### config.mk
export PLATFORM = sky130hd
export DESIGN_NAME = gfm_cell
export DESIGN_NICKNAME = d
export VERILOG_FILES = /design/src/sv/gfm_pkg.sv /design/src/sv/gfm_cell.sv
export SDC_FILE = /design/constraint.sdc
export NUM_CORES = 1
export LEC_CHECK = 0
export BUFFER_PORTS_ARGS = -buffer_cell sky130_fd_sc_hd__buf_2
export CORE_AREA = 2 2 152 154
export CTS_CLUSTER_SIZE = 40
export DETAILED_ROUTE_END_ITERATION = 10
export DIE_AREA = 0 0 154 156
export HOLD_SLACK_MARGIN = 0.06
export MAX_ROUTING_LAYER = met4
export PLACE_DENSITY_LB_ADDON = 0.25
export SKIP_LAST_GASP = 1
export SYNTH_ARGS = -nofsm -noshare
export SYNTH_HDL_FRONTEND = slang
export SYNTH_SLANG_ARGS = --single-unit
### constraint.sdc
create_clock -name i_clk -period 1.5 [get_ports i_clk]
set_clock_uncertainty 0.1 [all_clocks]
set_input_delay 0.075 -clock i_clk [delete_from_list [all_inputs] [get_ports i_clk]]
set_output_delay 0.075 -clock i_clk [all_outputs]
set_load 0.03 [all_outputs]
### src/sv/gfm_pkg.sv
// ----------------------------------------------------------------------------
// Feature map package
// Types, codes, sizes and the quarter-wave sine table that the feature map
// block shares between its modules.
// ----------------------------------------------------------------------------
package gfm_pkg;

    // Table sizes.
    localparam int CAPACITY         = 64;
    localparam int SINE_TABLE_DEPTH = 256;

    // Derived widths.
    localparam int CNT_W = $clog2(CAPACITY + 1);
    localparam int IDX_W = $clog2(CAPACITY);
    localparam int TI_W  = $clog2(SINE_TABLE_DEPTH + 1);

    // Pi / 2 in Q30.
    localparam logic [63:0] HALF_PI_Q30 = 64'd1686629713;

    // Request codes.
    typedef enum logic [1:0] {
        REQ_POINT     = 2'd0,
        REQ_TICK      = 2'd1,
        REQ_FRAME_END = 2'd2,
        REQ_RESERVED  = 2'd3
    } t_req;

    // Result status codes.
    typedef enum logic [2:0] {
        ST_MATCHED    = 3'd0,
        ST_INSERTED   = 3'd1,
        ST_DROPPED    = 3'd2,
        ST_TICK_DONE  = 3'd3,
        ST_PURGE_DONE = 3'd4
    } t_status;

    // Configuration register indexes.
    typedef enum logic [1:0] {
        CFG_OFS_X   = 2'd0,
        CFG_OFS_Y   = 2'd1,
        CFG_GATE    = 2'd2,
        CFG_MAX_AGE = 2'd3
    } t_cfg_idx;

    // Sequencer states.
    typedef enum logic [2:0] {
        S_IDLE,
        S_XFORM,
        S_SCAN,
        S_FINISH,
        S_INSERT
    } t_fsm;

    // One input beat.
    typedef struct packed {
        logic [1:0]         req_type;
        logic signed [31:0] point_x;
        logic signed [31:0] point_y;
        logic signed [31:0] robot_x;
        logic signed [31:0] robot_y;
        logic [15:0]        robot_yaw;
    } t_in_item;

    // One result beat.
    typedef struct packed {
        logic [2:0]         status;
        logic [6:0]         match_count;
        logic [6:0]         entry_count;
        logic signed [31:0] global_x;
        logic signed [31:0] global_y;
    } t_out_item;

    // One map entry as held by a cell.
    typedef struct packed {
        logic        valid;
        logic [31:0] pos_x;
        logic [31:0] pos_y;
        logic [31:0] birth;
    } t_entry;

    // Per-cell load controls.
    typedef struct packed {
        logic shift;
        logic upd;
        logic ins;
    } t_cell_ctl;

    // Verdict on the entry at the tail of the chain.
    typedef struct packed {
        logic vld;
        logic match;
        logic purge;
    } t_dec;

    typedef logic [16:0] t_sine_tab [0:SINE_TABLE_DEPTH];

    // Quarter-wave sine in Q16, built from a Q30 Taylor series.
    function automatic t_sine_tab build_sine_tab();
        t_sine_tab   tab;
        logic [63:0] th;
        logic [63:0] th2;
        logic [63:0] term;
        logic [63:0] sum;
        for (int i = 0; i <= SINE_TABLE_DEPTH; i++) begin
            th   = (HALF_PI_Q30 * 64'(i) + 64'(SINE_TABLE_DEPTH / 2))
                   / 64'(SINE_TABLE_DEPTH);
            th2  = (th * th) >> 30;
            term = th;
            sum  = th;
            for (int k = 1; k <= 8; k++) begin
                term = ((term * th2) >> 30) / 64'((2 * k) * (2 * k + 1));
                if (k[0]) begin
                    sum = sum - term;
                end else begin
                    sum = sum + term;
                end
            end
            tab[i] = 17'((sum + 64'd8192) >> 14);
        end
        return tab;
    endfunction

    localparam t_sine_tab SINE_TAB = build_sine_tab();

endpackage

### src/sv/gfm_cell.sv
// ----------------------------------------------------------------------------
// Feature map cell
// Holds one map entry and passes it to its neighbor while the chain rotates.
// ----------------------------------------------------------------------------
module gfm_cell (
    input  logic              i_clk,
    input  logic              i_rst_n,
    input  gfm_pkg::t_cell_ctl i_ctl,
    input  gfm_pkg::t_entry   i_next,
    input  gfm_pkg::t_entry   i_upd_data,
    input  gfm_pkg::t_entry   i_ins_data,
    output gfm_pkg::t_entry   o_entry
);
    import gfm_pkg::*;

    t_entry r_entry;
    t_entry n_entry;

    // Insertion wins over an in-place update, which wins over the rotation.
    always_comb begin
        n_entry = r_entry;
        if (i_ctl.ins) begin
            n_entry = i_ins_data;
        end else if (i_ctl.upd) begin
            n_entry = i_upd_data;
        end else if (i_ctl.shift) begin
            n_entry = i_next;
        end
    end

    // The valid bit is cleared by reset; the payload is not.
    always_ff @(posedge i_clk) begin
        if (!i_rst_n) begin
            r_entry.valid <= 1'b0;
        end else begin
            r_entry.valid <= n_entry.valid;
        end
        r_entry.pos_x <= n_entry.pos_x;
        r_entry.pos_y <= n_entry.pos_y;
        r_entry.birth <= n_entry.birth;
    end

    assign o_entry = r_entry;

endmodule

Yosys cells after proc, flatten, opt, wreduce, memory -nomap -nowiden
Cells that the tools add are included.

Mux-type cells: 3. Reductions and logical operators: 1.

Operators with widths (count): $mux W97 (3); $reduce_bool A3 Y1 (1).

Flip-flop bits (word level): 97. Input bits: 296.

Depth between registers and ports, before layout
Gate-level depths: netlist of the first run.

Word-level depth: 3. Gate-level depth with buffers: 5. Mapped depth without buffers: 3.

Least setup slack after synthesis of the first run
Ideal clock, no wire load.

Path type: input to register. Start: input port i_ctl[1] (netlist name). End: register r_entry, in the netlist o_entry[0], enable pin. Library setup time: 389 ps. Data arrival time: 1166 ps. Data required time: 1011 ps. Path slack: -155 ps. Stages on the path: 3. Buffers on the path: 2. Cell sequence: buf_2 buf_6 or3_4.

Cells in the longest elaborated chain, start to end: 1.

RTL lines: start: declaration (line gfm_cell.sv:8) `input gfm_pkg::t_cell_ctl i_ctl,`; $reduce_bool A3 Y1 (no line); end: declaration (line gfm_cell.sv:16) `t_entry r_entry;`.

No other way between the ends. A chain may end at the register's enable or synchronous reset.

==> impl_metrics.yaml, run 1 <==
timing:
  tns_ns: 0
  hold_viol_final: 0
  whs_ns: 0.009594
  timing.fmax_mhz: 679.5
  fin_crit_sh: 0.9811
  drv_slew: 0
  finalSetupViolCount: 0
  grt_setup_unrepaired: "true"
  slew_headroom: 0.6381
  setup_slack_ns: 0.02839
  min_period_ns: 1.472
  tightest_slew_ns: 0.5428
yosys:
  synthCells: 424
  synth_top_area_share: 0.5836
  synth.distinct_cells: 15
  synth.most_common_cell: "nand2_1"
  synth_xor_area_frac: 0
  synth_top_family_by_area: "multiplexers"
  ys_seq_elements: 97
  synth_flop_cell: "edfxtp_1"
  ys_top_cells_by_area: "edfxtp_1 (58%), mux2i_1 (19%), o21ai_1 (9.7%)"
  synth_edf_count: 96
  ys_warn_count: 0
  synth.area.mux_share: 0.1945
  syn-cell-area_mm2: 0.004940
  synth-compound-area-share: 0.1026
  syn_nets: 720
  synth_top_cell_by_area: "edfxtp_1"
  synth_commonest_cells: "nand2_1 (97), edfxtp_1 (96), mux2i_1 (96), o21ai_1 (96), buf_2 (12)"
  async_flop_share: 0
  synth_area_per_cell_um2: 11.65
  synth-simple-area-share: 0.07725
  yosysSeqAreaShare: 0.5876
  synthAdderAreaFrac: 0
power:
  power.leakage_uw: 0.004549
  power.density_mw_per_mm2: 851.0
  finalPower_uw: 8052
  ir_drop_uv: 447.3
layout:
  final_cells: 1286
  area_delta_synth_final_pct: 91.54
  largest_register_ffs: 97
  drive_above_1_share: 0.4156
  nNetsFinal: 1292
  n_antenna_cell: 0
drt:
  via_per_inst: 4.158
  vias: 5347
  drc: 0
  drtIter0Drc: 234
  antenna_left: 0
  wire_per_inst_um: 13.98
  firstDrtPassIters: 6
  route.final.wire_length_mm: 17.98
global_route:
  grt_pass1_vias: 5442
  antenna_found_initial: 0
  grt_max_degree: 105
  overflow: 0
  grt_usage: 0.1429
  grt_pass1_wl_mm: 26.32
worst_setup_path:
  r2r_setup_slack_ns: 0.18
  end_kind: "flip-flop"
  r2r_cells: 3
  cpMostUsedCell: "dlygate4sd3_1"
  cp_slowest_cell: "dlygate4sd3_1"
  timing.setup.critical_path_class: "primary input to flip-flop"
  worst_r2r_endpoint: "o_entry[96]$_SDFFE_PN0P_"
  crit_arrival_ns: 1.45
  crit_fanout: 1
  startpoint_type: "primary input"
  r2r-start: "o_entry[96]$_SDFFE_PN0P_"
  path_cells: "dlygate4sd3_1, buf_2, nand2_1, o21ai_1, dlygate4sd3_1"
  required_ns: 1.48
  slowest_delay_ns: 0.57
floorplan:
  placementRows: 55
  die_w_um: 154
  fp.dieH_um: 156
  dieArea_mm2: 0.02402
  coreArea_mm2: 0.02237
  start_util: 0.2209
  ios: 393
placed_design:
  port_buffers: 392
  place_hpwl_mm: 12.05
  numPlacedInstances: 1075
  pre_cts_slack_ns: 0.1830
  gp_congestion: 0.7496
cts:
  htree_levels: 3
  clock_sinks: 97
  numCtsBuffers: 9
  postCtsSetupRepairBufs: 0
  clk-insertion-delay-late_ns: 0.34
  clockBufferDepth: 2
  cts-root-buf: "clkbuf_16"
  cts_tree: "built"
  cts.clk_slew.worst_paths_ns: 0.06
flow_run:
  max_cap_viol_count: 0
hold_path:
  holdCritStartpoint: "i_next[0]"
  hold_path.class: "primary input to flip-flop"
  hold_path_depth: 3
  whs_endpoint: "o_entry[0]$_DFFE_PP_"
status:
  status: "finished clean"
-- cell type report --
type / count / area, um^2
repair buffers: 593 / 4079
multi-input cells: 294 / 1853
fillers: 2180 / 12900
clock buffers: 12 / 236.5
well taps: 285 / 356.6
inverters: 1 / 3.754
clock inverters: 4 / 30.03
flip-flops and latches: 97 / 2903
-- cells in the final DEF (no fill, tap or decap), types with 2 or more instances in the layout --
cell,netlist,final
buf_6,3,2
nand2_1,97,97
dlygate4sd3_1,0,193
buf_16,0,2
mux2i_1,96,95
edfxtp_1,96,96
clkbuf_1,10,3
clkbuf_16,0,11
buf_2,12,390
clkinvlp_4,0,4
o21ai_1,96,96
buf_12,0,3
-- routing by layer --
metal / GRT usage / vias to the layer above / routed length, um
li1: - / 2691 / -
met1: 0.1451 / 2390 / 6973
met2: 0.2678 / 246 / 9391
met3: 0.04000 / 20 / 1316
met4: 0.04183 / 0 / 293
met5: - / - / 0
-- stage by stage --
stage | cell area [um^2] | util
2_1_floorplan | 4954 | -
3_3_place_gp | 7194 | 0.3217
3_5_place_dp | 7194 | 0.3217
4_1_cts | 9403 | 0.4204
5_1_grt | 9462 | 0.4230
6_report | 9462 | 0.4230
-- cells by family after synthesis --
family	count (synthesis)
flops	97
buf+inv	33
mux	96
compound gates	99
simple gates	99
-- worst max-delay path by stage --
stage | start | end | slack, ns | depth (start not counted)
3_5_place_dp | i_ctl[1] | o_entry[4]$_DFFE_PP_ | 0.18 | 4
5_1_grt | i_ctl[0] | o_entry[96]$_SDFFE_PN0P_ | -0.06 | 6
2_1_floorplan | i_ctl[1] | o_entry[0]$_DFFE_PP_ | -0.05 | 3
6_report | i_ins_data[75] | o_entry[75]$_DFFE_PP_ | 0.03 | 5
4_1_cts | i_ctl[1] | o_entry[96]$_SDFFE_PN0P_ | 0.02 | 7
3_3_place_gp | i_ctl[1] | o_entry[96]$_SDFFE_PN0P_ | 0.17 | 6
-- worst max-delay path, delay by kind of cell --
| kind | cells | cell delay (ns) |
|---|---|---|
| buffers and inverters | 3 | 1.22 |
| and+or+nand+nor | 1 | 0.08 |
| AOI/OAI and AO/OA | 1 | 0.08 |
-- power by group --
group	switching (uW)	total, uW	internal (uW)
registers	73.7	3410	3330
clock network	1030	2160	1130
logic	1320	2490	1160
total	2420	8050	5630
-- repair_timing --
item                                    in CTS  in global routing
endpoints found under the hold margin       97                  0
hold buffers                               194                  0
endpoints found under the setup margin       0                 13
gates resized for setup                      0                  3
(Power assumes the default switching activity.)
==> inputs of run 2 (changes only) <==
--- a/config.mk
+++ b/config.mk
@@ -5,6 +5,7 @@
 export SDC_FILE = /design/constraint.sdc
 export NUM_CORES = 1
 export LEC_CHECK = 0
+export ABC_AREA = 1
 export BUFFER_PORTS_ARGS = -buffer_cell sky130_fd_sc_hd__buf_2
 export CORE_AREA = 2 2 152 154
 export CTS_CLUSTER_SIZE = 40
@@ -12,7 +13,6 @@
 export DIE_AREA = 0 0 154 156
 export HOLD_SLACK_MARGIN = 0.06
 export MAX_ROUTING_LAYER = met4
-export PLACE_DENSITY_LB_ADDON = 0.25
 export SKIP_LAST_GASP = 1
 export SYNTH_ARGS = -nofsm -noshare
 export SYNTH_HDL_FRONTEND = slang
==> run 2 against run 1 <==
Against the previous run:
- the flow now finishes with violations (hold timing, setup timing)
- non-clock buffer count rose by 9
- clock power rose by 6%
- design area rose by 0.24%
- combinational power rose by 3%
- global-route usage rose by 2.8 points
- clock-buffer cell count did not move
- worst setup slack got worse by 0.031 ns
- largest cell class unchanged
- highest routed layer unchanged
==> impl_metrics.yaml, run 2 <==
status:
  status: "complete, but fails checks"
  violations: "hold timing, setup timing"
cts:
  clock_sinks: 97
  postCtsSetupRepairBufs: 0
  clockBufferDepth: 2
  cts.clk_slew.worst_paths_ns: 0.07
  htree_levels: 3
  cts_tree: "built"
  numCtsBuffers: 9
  cts-root-buf: "clkbuf_16"
  clk-insertion-delay-late_ns: 0.34
floorplan:
  start_util: 0.2200
  die_w_um: 154
  placementRows: 55
  fp.dieH_um: 156
  dieArea_mm2: 0.02402
  coreArea_mm2: 0.02237
  ios: 393
layout:
  area_delta_synth_final_pct: 92.73
  nFillCells: 2158
  final_cells: 1400
  nNetsFinal: 1406
  mostFrequentLayoutCell: "buf_2"
  drive_above_1_share: 0.3865
  final_cell_mix: "buf_2 (390), dlygate4sd3_1 (195), a21oi_1 (191), nand2_1 (100), edfxtp_1 (96)"
  n_antenna_cell: 0
  largest_register_ffs: 97
timing:
  tightest_slew_ns: 0.3212
  slew_headroom: 0.7859
  whs_ns: -0.0006892
  min_period_ns: 1.503
  grt_setup_unrepaired: "false"
  timing.fmax_mhz: 665.5
  setup_slack_ns: -0.002630
  hold_viol_final: 1
  fin_crit_sh: 1.002
  drv_slew: 0
  finalSetupViolCount: 2
  tns_ns: -0.005105
drt:
  firstDrtPassIters: 6
  antenna_left: 0
  via_per_inst: 4.574
  vias: 6403
  drc: 0
  wire_per_inst_um: 14.91
  route.final.wire_length_mm: 20.88
  drtIter0Drc: 438
worst_setup_path:
  startpoint_type: "primary input"
  r2r-start: "o_entry[96]$_SDFFE_PN0P_"
  crit_fanout: 1
  end_kind: "flip-flop"
  worst_r2r_endpoint: "o_entry[96]$_SDFFE_PN0P_"
  crit_arrival_ns: 1.49
  r2r_setup_slack_ns: 0.21
  r2r_cells: 5
  timing.setup.critical_path_class: "primary input to flip-flop"
  required_ns: 1.49
hold_path:
  hold_path.class: "primary input to flip-flop"
  holdCritStartpoint: "i_upd_data[80]"
  whs_endpoint: "o_entry[80]$_DFFE_PP_"
  hold_path_depth: 3
placed_design:
  place_hpwl_mm: 14.25
  gp_congestion: 0.8923
  numPlacedInstances: 1189
  port_buffers: 392
yosys:
  ys_top_cells_by_area: "edfxtp_1 (59%), a21oi_1 (20%), nand2_1 (7.7%)"
  synth_top_cell_by_area: "edfxtp_1"
  async_flop_share: 0
  synth_area_per_cell_um2: 9.130
  synth_top_area_share: 0.5858
  synth_edf_count: 96
  syn-cell-area_mm2: 0.004921
  synth_commonest_cells: "a21oi_1 (194), nand2_1 (101), edfxtp_1 (96), nor2_1 (96), buf_2 (31)"
  synth.most_common_cell: "a21oi_1"
  syn_nets: 835
  synth_flop_cell: "edfxtp_1"
  synth.distinct_cells: 12
  ys_seq_elements: 97
  ys_warn_count: 0
  yosysSeqAreaShare: 0.5899
  synthCells: 539
global_route:
  grt_max_degree: 49
  grt_pass1_wl_mm: 31.62
  grt_pass1_vias: 6523
  antenna_found_initial: 1
  grt_usage: 0.1707
  overflow: 0
power:
  ir_drop_uv: 427.3
  power.density_mw_per_mm2: 872.7
  finalPower_uw: 8277
  power.leakage_uw: 0.004322
flow_run:
  max_cap_viol_count: 0
[run 2: cell types whose count changed in the layout (fill, tap and decap cells not counted), moves of 4 or more]
cell | before | now
o21ai_1 | 96 | 0
a21oi_1 | 0 | 191
buf_4 | 1 | 8
clkinvlp_4 | 4 | 0
nor2_1 | 0 | 94
buf_12 | 3 | 9
mux2i_1 | 95 | 0
[run 2: worst max-delay path by stage]
stage / slack [ns] / endpoint / startpoint
after floorplan: 0.10 / o_entry[0]$_DFFE_PP_ / i_ctl[1]
after global placement: 0.22 / o_entry[3]$_DFFE_PP_ / i_ctl[1]
after detailed placement: 0.19 / o_entry[3]$_DFFE_PP_ / i_ctl[1]
after CTS: 0.03 / o_entry[3]$_DFFE_PP_ / i_ctl[1]
after global routing: 0.0002 / o_entry[34]$_DFFE_PP_ / i_upd_data[34]
final: -0.003 / o_entry[19]$_DFFE_PP_ / i_ins_data[19]
[run 2: cell type report]
class                           count  area [um^2]  share of cell area
Clock buffer                       12        256.5             0.02704
Clock inverter                      4        35.03            0.003694
Inverter                            6        30.03            0.003166
Multi-Input combinational cell    394         1759              0.1855
Sequential cell                    97         2903              0.3061
Tap cell                          285        356.6             0.03760
Timing Repair Buffer              602         4144              0.4369
[run 2: report_power, final]
part | switching (uW) | internal [uW] | leakage [uW]
sequential | 79.8 | 3340 | 0.000994
combinational | 1430 | 1140 | 0.00318
clock | 1060 | 1240 | 0.000144
[run 2: repair_timing]
action | 4_1_cts | 5_1_grt
gates resized for setup | 0 | 6
endpoints found under the hold margin | 103 | 1
endpoints found under the setup margin | 0 | 5
hold buffers | 195 | 1
[run 2: worst max-delay path, cell delays in order]
cell           delay (ns)
dlygate4sd3_1        0.54
buf_2                0.13
nor2_1               0.12
a21oi_1              0.06
dlygate4sd3_1        0.56
[run 2: metal layers]
metal  up-vias  share of wire  track usage
met2       389           0.49       0.2966
met4         0          0.031      0.07566
met1      2952           0.39       0.1867
met5         -              0            -
met3        47          0.084      0.04056
li1       3015              -            -
[run 2: kinds of logic (layout without fill, tap and decap cells)]
| group | after synthesis | count (layout) | share of synthesized area |
|---|---|---|---|
| AOI/OAI and AO/OA | 194 | 194 | 0.1973 |
| and+or+nand+nor | 200 | 200 | 0.1536 |
| DFF | 97 | 97 | 0.5899 |
| buffers and inverters | 48 | 624 | 0.05924 |
[run 2: stage by stage]
| stage | setup WS [ns] | utilization | instance area [um^2] |
|---|---|---|---|
| 2_1_floorplan | 0.1006 | - | 4937 |
| 4_1_cts | 0.03056 | 0.4232 | 9465 |
| 3_3_place_gp | 0.2226 | 0.3229 | 7222 |
| 5_1_grt | 0.0002465 | 0.4241 | 9484 |
| 6_report | -0.002630 | 0.4241 | 9484 |
| 3_5_place_dp | 0.1902 | 0.3229 | 7222 |
